`src/hw/rtl/wsls_pkg.sv`:
```
// ----------------------------------------------------------------------------
// wsls_pkg: shared constants and types for the word stack letter sorter
// Sizes of the word store, derived widths and the sort chain control bundle.
// ----------------------------------------------------------------------------
package wsls_pkg;

  localparam int MAX_WORD_LEN = 30;
  localparam int STACK_DEPTH  = 64;

  // word length 0..MAX_WORD_LEN
  localparam int LEN_W  = (MAX_WORD_LEN > 0) ? $clog2(MAX_WORD_LEN + 1) : 1;
  // stack count 0..STACK_DEPTH
  localparam int CNT_W  = $clog2(STACK_DEPTH + 1);
  // stack slot index
  localparam int SP_W   = (STACK_DEPTH > 1) ? $clog2(STACK_DEPTH) : 1;
  // flat character store
  localparam int CHARS  = STACK_DEPTH * MAX_WORD_LEN;
  localparam int CA_W   = (CHARS > 1) ? $clog2(CHARS) : 1;
  // threshold register and length compare width
  localparam int THR_W  = 4;
  localparam int CMP_W  = (LEN_W > THR_W) ? LEN_W : THR_W;
  localparam int CHAR_W = 8;

  localparam logic [THR_W-1:0] THR_RESET = THR_W'(5);

  // request kinds as carried on in_tuser
  localparam logic KIND_PUSH = 1'b0;
  localparam logic KIND_POP  = 1'b1;

  // output tuser bit positions
  localparam int UB_EMPTY  = 0;
  localparam int UB_SORTED = 1;
  localparam int UB_DROP   = 2;
  localparam int USER_W    = 3;

  typedef struct packed {
    logic clear;  // empty every cell
    logic shift;  // move contents one cell toward the head
    logic sort;   // keep the smaller byte, pass the larger one on
  } cell_ctrl_t;

  typedef enum logic [2:0] {
    ST_IDLE,
    ST_LEN,
    ST_FEED,
    ST_SETTLE,
    ST_DRAIN
  } state_t;

endpackage

```
`src/hw/rtl/wsls_cell.sv`:
```
// ----------------------------------------------------------------------------
// wsls_cell: one cell of the letter chain
// Holds one byte; keeps or passes incoming bytes, shifts toward the head.
// ----------------------------------------------------------------------------
module wsls_cell (
  input  logic                        clk,
  input  logic                        rst_n,
  input  wsls_pkg::cell_ctrl_t        ctrl,
  input  logic                        in_vld,
  input  logic [wsls_pkg::CHAR_W-1:0] in_val,
  input  logic                        nb_full,
  input  logic [wsls_pkg::CHAR_W-1:0] nb_val,
  output logic                        full,
  output logic [wsls_pkg::CHAR_W-1:0] val,
  output logic                        pass_vld,
  output logic [wsls_pkg::CHAR_W-1:0] pass_val
);

  logic                        full_r, full_nxt;
  logic [wsls_pkg::CHAR_W-1:0] val_r, val_nxt;
  logic                        pvld_r, pvld_nxt;
  logic [wsls_pkg::CHAR_W-1:0] pval_r, pval_nxt;

  always_comb begin
    full_nxt = full_r;
    val_nxt  = val_r;
    pvld_nxt = 1'b0;
    pval_nxt = pval_r;
    if (ctrl.clear) begin
      full_nxt = 1'b0;
    end else if (ctrl.shift) begin
      full_nxt = nb_full;
      val_nxt  = nb_val;
    end else if (in_vld) begin
      if (!full_r) begin
        full_nxt = 1'b1;
        val_nxt  = in_val;
      end else if (ctrl.sort && (in_val < val_r)) begin
        // keep the smaller byte, push the held one onward
        val_nxt  = in_val;
        pvld_nxt = 1'b1;
        pval_nxt = val_r;
      end else begin
        pvld_nxt = 1'b1;
        pval_nxt = in_val;
      end
    end
  end

  always_ff @(posedge clk) begin
    if (!rst_n) begin
      full_r <= 1'b0;
      pvld_r <= 1'b0;
    end else begin
      full_r <= full_nxt;
      pvld_r <= pvld_nxt;
    end
    val_r  <= val_nxt;
    pval_r <= pval_nxt;
  end

  assign full     = full_r;
  assign val      = val_r;
  assign pass_vld = pvld_r;
  assign pass_val = pval_r;

endmodule

```
`src/hw/rtl/wsls_chain.sv`:
```
// ----------------------------------------------------------------------------
// wsls_chain: row of letter cells
// Bytes enter at the head and travel along; the head cell is read on drain.
// ----------------------------------------------------------------------------
module wsls_chain (
  input  logic                        clk,
  input  logic                        rst_n,
  input  wsls_pkg::cell_ctrl_t        ctrl,
  input  logic                        in_vld,
  input  logic [wsls_pkg::CHAR_W-1:0] in_val,
  output logic [wsls_pkg::CHAR_W-1:0] head_val
);

  localparam int N = wsls_pkg::MAX_WORD_LEN;

  logic                        full_w [N+1];
  logic [wsls_pkg::CHAR_W-1:0] val_w  [N+1];
  logic                        pvld_w [N+1];
  logic [wsls_pkg::CHAR_W-1:0] pval_w [N+1];

  // the slot past the tail reads as empty
  assign full_w[N] = 1'b0;
  assign val_w[N]  = '0;
  assign pvld_w[0] = in_vld;
  assign pval_w[0] = in_val;

  for (genvar k = 0; k < N; k++) begin : g_cell
    wsls_cell u_cell (
      .clk      (clk),
      .rst_n    (rst_n),
      .ctrl     (ctrl),
      .in_vld   (pvld_w[k]),
      .in_val   (pval_w[k]),
      .nb_full  (full_w[k+1]),
      .nb_val   (val_w[k+1]),
      .full     (full_w[k]),
      .val      (val_w[k]),
      .pass_vld (pvld_w[k+1]),
      .pass_val (pval_w[k+1])
    );
  end

  assign head_val = val_w[0];

endmodule

```
`config.mk`:
```
export PLATFORM = sky130hd
export DESIGN_NAME = wsls_chain
export DESIGN_NICKNAME = d
export VERILOG_FILES = /design/src/hw/rtl/wsls_pkg.sv /design/src/hw/rtl/wsls_cell.sv /design/src/hw/rtl/wsls_chain.sv
export SDC_FILE = /design/constraint.sdc
export NUM_CORES = 1
export LEC_CHECK = 0
export BUFFER_PORTS_ARGS = -buffer_cell sky130_fd_sc_hd__buf_4
export CORE_MARGIN = 5
export CORE_UTILIZATION = 40
export CTS_CLUSTER_SIZE = 8
export DETAILED_ROUTE_END_ITERATION = 7
export SLEW_MARGIN = 20
export SYNTH_ARGS = -nofsm -noshare
export SYNTH_HDL_FRONTEND = slang
export SYNTH_SLANG_ARGS = --single-unit
```
`constraint.sdc`:
```
create_clock -name clk -period 3.04 [get_ports clk]
set_clock_uncertainty 0.2 [all_clocks]
set_input_delay 0.304 -clock clk [delete_from_list [all_inputs] [get_ports clk]]
set_output_delay 0.304 -clock clk [all_outputs]
set_load 0.02 [all_outputs]
```
### After elaboration in Yosys (flattened, before gate mapping)

Cells that the tools add are included.
W data, S select, Z words.

* memories: 0
* bits in latches: 0
* bits in writable memories: 0
* bits in read-only memories: 0
* logic and storage cells: 595
* input bits: 14
* bits in registers: 531
* output and inout bits: 8

* multiplexer cells: 235
* order comparisons: 30
* add/subtract/negate cells: 0
* shifts and indexed selects: 0
* bitwise gates (word level): 32
* div/mod/pow operators: 0
* $mul: 0
* equality and inequality tests: 30
* reductions and logical operators: 150

Operators by type and width (number)
* $mux W8: 148
* $lt A8 B8 Y1: 30
* $reduce_and A4 Y1: 29
* $reduce_or A4 Y1: 29
* $ne A3 B3 Y1 const B: 30
* $reduce_and A3 Y1: 30
* $mux W1: 87
* $reduce_bool A2 Y1: 30
* $not A1 Y1: 32
* $logic_and A1 B1 Y1: 30
* $reduce_or A3 Y1: 1
* $reduce_or A2 Y1: 1

### Longest topological paths before layout

Gate-level depths: netlist (run 1).

* word-level depth: 6
* gate-level depth with buffers: 6
* gate-level depth less buffers: 6

### Cells and area by module

A second synthesis (run 1) with hierarchy kept.

* cells, all modules: 2221
* area total of the unflattened synthesis: 31184.9 sq um

By module, submodules not included
* wsls_cell (g_cell[0].u_cell ...): instances 29, area each 1039.7 sq um, cells each 74, seq. area each 520.5 sq um
* wsls_cell (g_cell[4].u_cell): instances 1, area each 1028.5 sq um, cells each 74, seq. area each 520.5 sq um
* wsls_chain: instances 1, area each 3.8 sq um, cells each 1, seq. area each 0.0 sq um

### Least setup slack after synthesis (run 1)

No wires, ideal clock.

* path type: register to register
* from: register g_cell[0].u_cell.val_r, in the netlist g_cell[0].u_cell.val[6]
* to: register g_cell[0].u_cell.val_r, in the netlist g_cell[0].u_cell.val[0] (enable)
* buffers on the path: 0
* setup time: 0.384 ns
* stages on the path, launching flop included: 7
* data arrival time: 2.029 ns
* slack: 0.426 ns
* period minus slack after synthesis: 2.614 ns
* data required time: 2.456 ns
* path through: edfxtp_1 > inv_1 > ha_1 > and3_1 > o21ai_0 > nand3_1 > o21ai_0

* longest elaborated chain between the ends: 4

Ends and longest elaborated chain
* from (decl): line wsls_cell.sv:20 `logic [wsls_pkg::CHAR_W-1:0] val_r, val_nxt;`
* from (signal assigned): line wsls_cell.sv:58 `val_r <= val_nxt;`
* $lt A8 B8 Y1: line wsls_cell.sv:38 `end else if (ctrl.sort && (in_val < val_r)) begin`
* $logic_and A1 B1 Y1: line wsls_cell.sv:38
* $ne A3 B3 Y1 (no line)
* $reduce_and A3 Y1 (no line)

No other way between the ends.
A chain may end at the register's enable or synchronous reset.

### Worst setup path after layout (run 1)

* from: register g_cell[15].u_cell.val_r, in the netlist g_cell[15].u_cell.val[5]
* to: register g_cell[15].u_cell.val_r, in the netlist g_cell[15].u_cell.val[0] (enable)

* longest elaborated chain between the ends: 4

Ends and longest elaborated chain (line)
* from (decl): wsls_cell.sv:20
* from (signal assigned): wsls_cell.sv:58
* $lt A8 B8 Y1: wsls_cell.sv:38
* $logic_and A1 B1 Y1: wsls_cell.sv:38
* $ne A3 B3 Y1 (no line)
* $reduce_and A3 Y1 (no line)

No other way between the ends.

==> run_results.csv, run 1 <==
group,metric,value,unit
clocking,cts_made_buffers,76,
global_route,grt_pass1_vias,18322,
timing,worstMarginPinSlew,730.8,ps
worst_setup_path,reg2reg_depth,7,
synth,synth-compound-area-share,0.1067,
routing,num_vias,17395,
synth,syn-instance-count,2113,
synth,ys_seq_area_frac,0.5227,
power,power_density,525.8,nW/µm²
clocking,postCtsSetupRepairBufs,0,
global_route,grt_max_degree,113,
routing,firstDrtPassIters,5,
job,cap_violations,0,
finish,final_util,0.4556,
synth,ys_warn_count,0,
run_status,status,"finished clean",
global_route,grt_pass1_wl,103.5,mm
timing,fin_setup_tns,0,ps
timing,setup_violations,0,
place,hpwl,45.08,mm
worst_setup_path,cp.arrival,2760,ps
finish,layout_common_cells,"472 x edfxtp_1, 462 x mux2_2, 245 x inv_1",
worst_setup_path,worstReg2RegStart,"g_cell[15].u_cell.val[5]",
finish,area_growth,13.14,%
synth,synth_edf_count,472,
synth,async_flop_share,0,
worst_setup_path,cp_data_required_time,3160,ps
floorplanning,start_util,0.4027,
routing,wl,64.06,mm
synth,synth-main-ff-cell,"edfxtp_1",
worst_setup_path,path_class,"flip-flop to flip-flop",
timing,fmax,378.4,MHz
worst_setup_path,crit_slowest_cell,"edfxtp_1",
synth,synth-simple-area-share,0.06286,
hold_path,hold_start,"ctrl[2]",
worst_setup_path,r2r_end,"g_cell[15].u_cell.val[0]",
worst_setup_path,crit_chain,"inv_1, ha_1, and3_1, o21ai_0, nand3_1, o21ai_0, buf_4",
finish,final_common_cell,"edfxtp_1",
synth,yosys-mux-area-fraction,0.1779,
global_route,grt-ovfl-total,0,
place,gp_congestion,0.8001,
routing,drt_iter0_markers,1127,
hold_path,holdPathStages,2,
synth,ys_seq_elements,531,
finish,diodes,0,
routing,wl_per_cell,19.85,µm
clocking,hold_buffers,11,
worst_setup_path,crit_path_frequent_cell,"o21ai_0",
routing,route.detailed.drc,0,
timing,period_share,0.8693,
timing,slew_headroom,0.5107,
synth,synth_top_family_by_area,"multiplexers",
clocking,clockBufferDepth,3,
place,io_buffers,21,
synth,synth_cell_types,41,
synth,yosys.area_share.adder,0.08944,
timing,min_period,2643,ps
clocking,clk_pin_slew_worst_paths,50,ps
synth,synth-xor-area-share,0,
floorplanning,num_rows,99,
routing,antenna_left,0,
worst_setup_path,reg2reg_slack,400,ps
power,p_total,17.48,mW
power,ir_drop,0.3291,mV
routing,vias_per_cell,5.389,
floorplanning,die_area,78960,µm²
worst_setup_path,end_kind,"flip-flop",
timing,slew_viol_final,0,
worst_setup_path,worstSetupStartpointType,"flip-flop",
clocking,cts-resized-gates,0,
power,p_leak,12.56,nW
finish,fin_cells,3228,
timing,rsz0062_at_grt,"false",
floorplanning,core_region_area,72960,µm²
hold_path,min_to,"g_cell[29].u_cell.val[5]",
place,place_inst,3082,
finish,fillers,6413,
synth,synth.cell_area,29380,µm²
global_route,antenna_found_initial,0,
timing,hold_viol,0,
hold_path,hp-class,"primary input to flip-flop",
finish,fin_nets,2436,
synth,synth_area_per_cell,13.90,µm²
synth,synth_nets,2337,
finish,drive_gt1_frac,0.3076,
clocking,clk_latency,610,ps
floorplanning,chipHeight,281,µm
worst_setup_path,worstPathMaxFanout,6,
clocking,clkSinkCount,531,
clocking,cts_tree,"built",
clocking,htree_levels,3,
place,dpl-instance-area,30920,µm²
floorplanning,boundaryPins,22,
worst_setup_path,max_stage_delay,440,ps
clocking,cts_root_buf,"clkbuf_16",
floorplanning,die_w,281,µm
finish,finalInstanceArea,33240,µm²
global_route,track_usage,0.1624,
## layout make-up
class | instances | area (µm²) | area share
timing repair buffer | 80 | 710.7 | 0.02138
inverter | 246 | 923.4 | 0.02778
multi-input combinational | 1277 | 12840 | 0.3865
tap | 959 | 1200 | 0.03610
clock buffer | 127 | 2093 | 0.06298
clock inverter | 8 | 110.1 | 0.003313
sequential | 531 | 15350 | 0.4620
## how the worst max path moves through the flow
stage	startpoint	endpoint	slack (ps)	cells past startpoint
after floorplan	g_cell[0].u_cell.val[6]	g_cell[0].u_cell.val[0]	430	6
after global placement	g_cell[5].u_cell.pass_val[6]	g_cell[6].u_cell.val[1]	520	6
after detailed placement	g_cell[14].u_cell.pass_val[6]	g_cell[15].u_cell.val[3]	420	6
after CTS	g_cell[15].u_cell.val[5]	g_cell[15].u_cell.val[3]	400	7
after global routing	g_cell[29].u_cell.val[6]	g_cell[29].u_cell.val[3]	220	6
final	g_cell[15].u_cell.val[5]	g_cell[15].u_cell.val[0]	400	7
## Yosys cell counts (30+ instances only)
| cell type | instances | area (µm²) |
|---|---|---|
| a211oi_1 | 30 | 225.2 |
| a21o_1 | 30 | 225.2 |
| and3_1 | 58 | 362.9 |
| clkbuf_1 | 31 | 116.4 |
| dfxtp_1 | 59 | 1181 |
| edfxtp_1 | 472 | 14170 |
| ha_1 | 210 | 2628 |
| inv_1 | 246 | 923.4 |
| mux2_2 | 462 | 5202 |
| nand2b_1 | 31 | 193.9 |
| nor2_1 | 32 | 120.1 |
| nor3_1 | 34 | 170.2 |
| o21ai_0 | 50 | 250.2 |
## routing by layer
| metal | up-vias | global-route usage | part of all wire | routed length, µm |
|---|---|---|---|---|
| li1 | 8238 | - | - | - |
| met1 | 8819 | 0.2298 | 0.48 | 30930 |
| met2 | 256 | 0.2623 | 0.47 | 29980 |
| met3 | 82 | 0.02617 | 0.032 | 2067 |
| met4 | 0 | 0.04168 | 0.017 | 1087 |
| met5 | - | 0 | 0 | 0 |
## logic make-up (layout without fill, tap and decap cells)
family                     Yosys count  count (layout)
DFF                                531             531
muxes                              464             464
and+or+nand+nor                    306             306
buffers and inverters              305             461
AOI/OAI and AO/OA                  297             297
adders and majority gates          210             210
## sequential cells by signal, indices dropped and copies added, names as in the netlist
register                count
g_cell.u_cell.pass_vld     29
g_cell.u_cell.val         240
g_cell.u_cell.full         30
g_cell.u_cell.pass_val    232
## power by group
group          switching [mW]  leakage, nW  total (mW)  internal (mW)
logic                   0.669         6.69        1.29          0.620
registers               0.135         4.82        8.25           8.11
clock network            3.24         1.05        7.94           4.70
## metrics by stage
step / setup WS (ps) / hold WS, ps
5_1_grt: 215.3 / 250.1
3_3_place_gp: 524.1 / 280.4
6_report: 397.2 / 222.0
3_5_place_dp: 423.8 / 285.0
4_1_cts: 402.4 / 188.8
2_1_floorplan: 426.5 / 255.0
## worst max-delay path: cells and delay by family, from the launching register on
family / cells / cell delay (ps)
AO/OA/AOI/OAI: 2 / 840
AND/OR/NAND/NOR: 2 / 320
adder cells (fa/ha/maj): 1 / 230
flip-flops: 1 / 440
buffers and inverters: 2 / 340
Power figures use the tool's default switching activity.
==> run 2: changes to the inputs <==
--- a/config.mk
+++ b/config.mk
@@ -6,10 +6,14 @@
 export NUM_CORES = 1
 export LEC_CHECK = 0
 export BUFFER_PORTS_ARGS = -buffer_cell sky130_fd_sc_hd__buf_4
+export CELL_PAD_IN_SITES_DETAIL_PLACEMENT = 1
+export CELL_PAD_IN_SITES_GLOBAL_PLACEMENT = 1
 export CORE_MARGIN = 5
 export CORE_UTILIZATION = 40
+export CTS_CLUSTER_DIAMETER = 50
 export CTS_CLUSTER_SIZE = 8
 export DETAILED_ROUTE_END_ITERATION = 7
+export PLACE_DENSITY_LB_ADDON = 0.1
 export SLEW_MARGIN = 20
 export SYNTH_ARGS = -nofsm -noshare
 export SYNTH_HDL_FRONTEND = slang
==> run_results.csv, run 2 (synthesis gave the netlist of run 1 again) <==
group,metric,value,unit
clocking,cts_made_buffers,87,
timing,fin_setup_tns,0,ps
power,switching_share,0.2268,
clocking,clockBufferDepth,3,
worst_setup_path,crit_slowest_cell,"o21ai_0",
floorplanning,boundaryPins,22,
timing,worstMarginPinSlew,895.2,ps
worst_setup_path,reg2reg_depth,5,
floorplanning,num_rows,99,
place,gp_congestion,0.7631,
power,power_density,560.6,nW/µm²
worst_setup_path,r2r_end,"g_cell[21].u_cell.pass_val[7]",
routing,antenna_left,0,
timing,min_period,2617,ps
power,clockPowerShare,0.495,
worst_setup_path,cp_data_required_time,3200,ps
timing,slew_viol_final,0,
routing,drt_iter0_markers,769,
worst_setup_path,end_kind,"flip-flop",
run_status,status,"finished clean",
worst_setup_path,cp.arrival,2780,ps
routing,route.detailed.drc,0,
finish,multi_input_area,12850,µm²
routing,num_vias,17472,
worst_setup_path,reg2reg_slack,420,ps
hold_path,hold_start,"ctrl[0]",
finish,diodes,0,
global_route,track_usage,0.1770,
clocking,htree_levels,3,
finish,area_growth,14.87,%
worst_setup_path,worstPathMaxFanout,8,
floorplanning,die_area,78960,µm²
power,ir_drop,0.4356,mV
place,dpl-instance-area,30920,µm²
routing,firstDrtPassIters,4,
worst_setup_path,worstSetupStartpointType,"flip-flop",
hold_path,hp-class,"primary input to flip-flop",
finish,drive_gt1_frac,0.3199,
place,place_ws,391.9,ps
global_route,grt_pass1_vias,19429,
power,p_leak,12.81,nW
global_route,antenna_found_initial,0,
floorplanning,start_util,0.4027,
finish,regArea,15350,µm²
routing,vias_per_cell,5.376,
finish,final_util,0.4625,
clocking,clk_latency,620,ps
finish,finalInstanceArea,33750,µm²
floorplanning,core_region_area,72960,µm²
global_route,grt_max_degree,132,
hold_path,min_to,"g_cell[3].u_cell.pass_val[6]",
finish,fin_nets,2449,
floorplanning,die_w,281,µm
power,internal_power,14.63,mW
global_route,grt_pass1_wl,111.7,mm
timing,rsz0062_at_grt,"false",
clocking,clk_pin_slew_worst_paths,50,ps
timing,slew_headroom,0.4011,
timing,period_share,0.8608,
timing,setup_violations,0,
worst_setup_path,crit_chain,"ha_1, a21o_1, o21ai_0, o311ai_4, mux2_2",
finish,fillers,7281,
power,combPwrFrac,0.068,
routing,wl_per_cell,21.34,µm
clocking,clkSinkCount,531,
finish,final_common_cell,"edfxtp_1",
worst_setup_path,path_class,"flip-flop to flip-flop",
finish,layout_common_cells,"472 x edfxtp_1, 462 x mux2_2, 245 x inv_1",
power,p_seq_frac,0.436,
floorplanning,chipHeight,281,µm
clocking,postCtsSetupRepairBufs,0,
clocking,cts_root_buf,"clkbuf_16",
hold_path,holdPathStages,3,
clocking,hold_buffers,11,
job,cap_violations,0,
power,p_sw,4.290,mW
worst_setup_path,max_stage_delay,510,ps
worst_setup_path,worstReg2RegStart,"g_cell[20].u_cell.pass_val[6]",
routing,wl,69.37,mm
timing,setup_ws,423.2,ps
timing,hold_viol,0,
timing,fmax,382.1,MHz
global_route,grt-ovfl-total,0,
finish,largest_register_ffs,240,
clocking,cts_tree,"built",
clocking,cts-resized-gates,0,
place,hpwl,49.34,mm
place,io_buffers,21,
run 2: cell count changes in the layout (fill, tap and decap cells not counted), moves of 3 or more:
cell	previous run	this run
clkbuf_16	76	92
clkinv_1	0	3
clkinvlp_4	0	5
buf_4	62	66
clkbuf_8	0	5
clkbuf_1	51	36
clkinv_2	1	7
bufinv_16	0	3
run 2: worst max-delay path by stage:
stage                                   from                            end  slack, ps  cells after the start
2_1_floorplan        g_cell[0].u_cell.val[6]        g_cell[0].u_cell.val[0]        430                      6
3_3_place_gp   g_cell[19].u_cell.pass_val[6]  g_cell[20].u_cell.pass_val[0]        470                      5
3_5_place_dp        g_cell[29].u_cell.val[6]       g_cell[29].u_cell.val[2]        390                      6
4_1_cts        g_cell[19].u_cell.pass_val[6]  g_cell[20].u_cell.pass_val[0]        400                      5
5_1_grt             g_cell[29].u_cell.val[6]       g_cell[29].u_cell.val[0]        110                      6
6_report       g_cell[20].u_cell.pass_val[6]  g_cell[21].u_cell.pass_val[7]        420                      5
run 2: final cells by class:
cell class / count / area share
Clock inverter: 22 / 0.006192
Tap cell: 959 / 0.03556
Timing Repair Buffer: 82 / 0.02076
Inverter: 246 / 0.02736
Clock buffer: 133 / 0.07426
Sequential cell: 531 / 0.4550
Multi-Input combinational cell: 1277 / 0.3809
run 2: per-layer routing:
| layer | share of wire | vias up | global-route usage | wire, µm |
|---|---|---|---|---|
| met5 | 0 | - | 0 | 0 |
| met4 | 0.023 | 0 | 0.04595 | 1626 |
| met3 | 0.027 | 121 | 0.03007 | 1867 |
| met2 | 0.50 | 194 | 0.3135 | 34730 |
| met1 | 0.45 | 8872 | 0.2257 | 31140 |
| li1 | - | 8285 | - | - |
run 2: worst max-delay path, delay by kind of cell (launching register included):
family,cells,cell delay (ps)
compound gates,3,1020
fa+ha+maj,1,360
mux,1,350
flops,1,420
run 2: power by group through the flow:
stage	Combinational, mW	Sequential (mW)	Clock [mW]
3_3_place_gp	1.26	8.39	0
6_report	1.29	8.26	9.37
5_1_grt	1.42	8.27	9.98
2_1_floorplan	0.945	8.33	0
4_1_cts	1.32	8.26	9.62
3_5_place_dp	1.30	8.40	0
run 2: through the flow:
| step | total power, mW | hold slack [ps] | std cells |
|---|---|---|---|
| floorplan | 9.278 | 255.0 | 2113 |
| global placement | 9.652 | 282.1 | 3084 |
| detailed placement | 9.699 | 286.4 | 3084 |
| CTS | 19.20 | 111.0 | 3250 |
| global route | 19.67 | 139.8 | 3250 |
| finish | 18.92 | 151.5 | 3250 |
==> run 3: changes to the inputs <==
--- a/config.mk
+++ b/config.mk
@@ -5,7 +5,7 @@
 export SDC_FILE = /design/constraint.sdc
 export NUM_CORES = 1
 export LEC_CHECK = 0
-export BUFFER_PORTS_ARGS = -buffer_cell sky130_fd_sc_hd__buf_4
+export BUFFER_PORTS_ARGS = -buffer_cell sky130_fd_sc_hd__buf_2
 export CELL_PAD_IN_SITES_DETAIL_PLACEMENT = 1
 export CELL_PAD_IN_SITES_GLOBAL_PLACEMENT = 1
 export CORE_MARGIN = 5
@@ -14,6 +14,7 @@
 export CTS_CLUSTER_SIZE = 8
 export DETAILED_ROUTE_END_ITERATION = 7
 export PLACE_DENSITY_LB_ADDON = 0.1
+export SKIP_LAST_GASP = 1
 export SLEW_MARGIN = 20
 export SYNTH_ARGS = -nofsm -noshare
 export SYNTH_HDL_FRONTEND = slang
==> run_results.csv, run 3 (synthesis gave the netlist of run 1 again) <==
group,metric,value,unit
worst_setup_path,end_kind,"flip-flop",
clocking,clockBufferDepth,3,
timing,holdWs,276.9,ps
power,combPwrFrac,0.067,
power,clockPowerShare,0.506,
worst_setup_path,max_stage_delay,570,ps
global_route,grt_pass1_wl,111.8,mm
worst_setup_path,crit_family,"compound AO/OA/AOI/OAI gates",
worst_setup_path,crit_slowest_cell,"a2111oi_0",
clocking,clk_pin_slew_worst_paths,50,ps
run_status,status,"finished clean",
timing,slew_headroom,0.4726,
finish,largest_register_ffs,240,
floorplanning,core_region_area,72960,µm²
clocking,cts_root_buf,"clkbuf_16",
clocking,htree_levels,3,
place,io_buffers,21,
global_route,grt_use_met3,0.02949,
global_route,grt-busiest-layer,"met2",
worst_setup_path,crit_path_frequent_cell,"o211ai_1",
timing,slew_viol_final,0,
global_route,track_usage,0.1781,
timing,fmax,377.6,MHz
worst_setup_path,path_class,"flip-flop to flip-flop",
timing,rsz0062_at_grt,"false",
power,p_leak,12.90,nW
timing,hold_viol,0,
clocking,clkSinkCount,531,
power,ir_drop,0.4057,mV
routing,firstDrtPassIters,5,
timing,worstMarginPinSlew,787.6,ps
power,p_sw,4.305,mW
power,internal_power,15.04,mW
floorplanning,num_rows,99,
floorplanning,die_w,281,µm
floorplanning,start_util,0.4027,
finish,fillers,7244,
finish,final_util,0.4646,
place,hpwl,49.65,mm
timing,setup_violations,0,
timing,period_share,0.8711,
finish,final_common_cell,"edfxtp_1",
clocking,cts-resized-gates,0,
finish,layout_common_cells,"472 x edfxtp_1, 462 x mux2_2, 245 x inv_1",
worst_setup_path,cp.arrival,2680,ps
routing,num_vias,17534,
global_route,grt_pass1_vias,19562,
global_route,antenna_found_initial,0,
routing,wl_per_cell,21.51,µm
routing,drt_iter0_markers,717,
routing,wl,70.03,mm
worst_setup_path,reg2reg_depth,5,
worst_setup_path,r2r_end,"g_cell[29].u_cell.val[1]",
worst_setup_path,worstReg2RegStart,"g_cell[28].u_cell.pass_val[6]",
global_route,grt_max_degree,82,
place,gp_congestion,0.7989,
power,p_total,19.34,mW
worst_setup_path,cp_data_required_time,3070,ps
power,switching_share,0.2226,
routing,route.detailed.drc,0,
worst_setup_path,worstPathMaxFanout,8,
timing,min_period,2648,ps
timing,fin_setup_tns,0,ps
routing,antenna_left,0,
job,cap_violations,0,
clocking,cts_tree,"built",
hold_path,holdPathStages,4,
global_route,grt-ovfl-total,0,
global_route,use_met2,0.3119,
worst_setup_path,worstSetupStartpointType,"flip-flop",
clocking,cts_made_buffers,88,
hold_path,hp-class,"primary input to flip-flop",
floorplanning,chipHeight,281,µm
worst_setup_path,crit_chain,"ha_1, a21o_1, a2111oi_0, o211ai_1, o211ai_1",
power,p_seq_frac,0.427,
finish,fin_nets,2450,
worst_setup_path,critPathBufInv,0,
floorplanning,die_area,78960,µm²
global_route,grt_use_met1,0.2258,
floorplanning,boundaryPins,22,
clocking,postCtsSetupRepairBufs,0,
routing,vias_per_cell,5.385,
hold_path,hold_start,"ctrl[0]",
hold_path,min_to,"g_cell[2].u_cell.pass_val[3]",
finish,regArea,15350,µm²
finish,area_growth,15.39,%
finish,drive_gt1_frac,0.3223,
power,power_density,570.6,nW/µm²
finish,multi_input_area,12850,µm²
clocking,clk_latency,620,ps
worst_setup_path,reg2reg_slack,390,ps
[run 3: how the worst max path moves through the flow]
| stage | startpoint | endpoint | slack, ps | cells past startpoint |
|---|---|---|---|---|
| 2_1_floorplan | g_cell[0].u_cell.val[6] | g_cell[0].u_cell.val[0] | 430 | 6 |
| 3_3_place_gp | g_cell[29].u_cell.val[6] | g_cell[29].u_cell.val[1] | 440 | 6 |
| 3_5_place_dp | g_cell[28].u_cell.pass_val[6] | g_cell[29].u_cell.val[0] | 400 | 5 |
| 4_1_cts | g_cell[28].u_cell.pass_val[6] | g_cell[29].u_cell.val[1] | 380 | 5 |
| 5_1_grt | g_cell[28].u_cell.pass_val[6] | g_cell[29].u_cell.val[6] | 300 | 5 |
| 6_report | g_cell[28].u_cell.pass_val[6] | g_cell[29].u_cell.val[1] | 390 | 5 |
[run 3: worst register-to-register path: stages, from the launching register on]
cell and delay, ps:
edfxtp_1 380, ha_1 330, a21o_1 190, a2111oi_0 570
o211ai_1 180, o211ai_1 410
[run 3: what timing repair did]
item,4_1_cts,5_1_grt
hold buffers,12,0
endpoints found under the setup margin,0,0
hold endpoints to repair,45,0
[run 3: stage by stage]
step                      setup WS (ps)  cells  area, µm²
after floorplan                   426.5   2113      29380
after CTS                         375.4   3255      33900
after global placement            445.0   3083      30910
final                             391.9   3256      33900
after global routing              301.7   3255      33900
after detailed placement          400.9   3083      30910
[run 3: power by group through the flow]
stage / sequential (mW) / clock, mW / combinational [mW]
global placement: 8.40 / 0 / 1.25
CTS: 8.26 / 10.1 / 1.32
global route: 8.27 / 10.4 / 1.42
detailed placement: 8.40 / 0 / 1.30
finish: 8.26 / 9.79 / 1.30
floorplan: 8.33 / 0 / 0.945
[run 3: cell type report]
type	count	share of cell area
clock buffers	138	0.07626
repair buffers	82	0.02074
well taps	959	0.03540
multi-input cells	1277	0.3791
diodes	1	0.00007382
clock inverters	22	0.008194
flip-flops and latches	531	0.4530
inverters	246	0.02724
[run 3: per-layer routing]
layer,vias to the layer above,share of wire,routed length (µm)
met5,-,0,0
met4,0,0.028,1995
met3,138,0.026,1847
met2,223,0.50,35090
met1,8880,0.44,31100
li1,8293,-,-
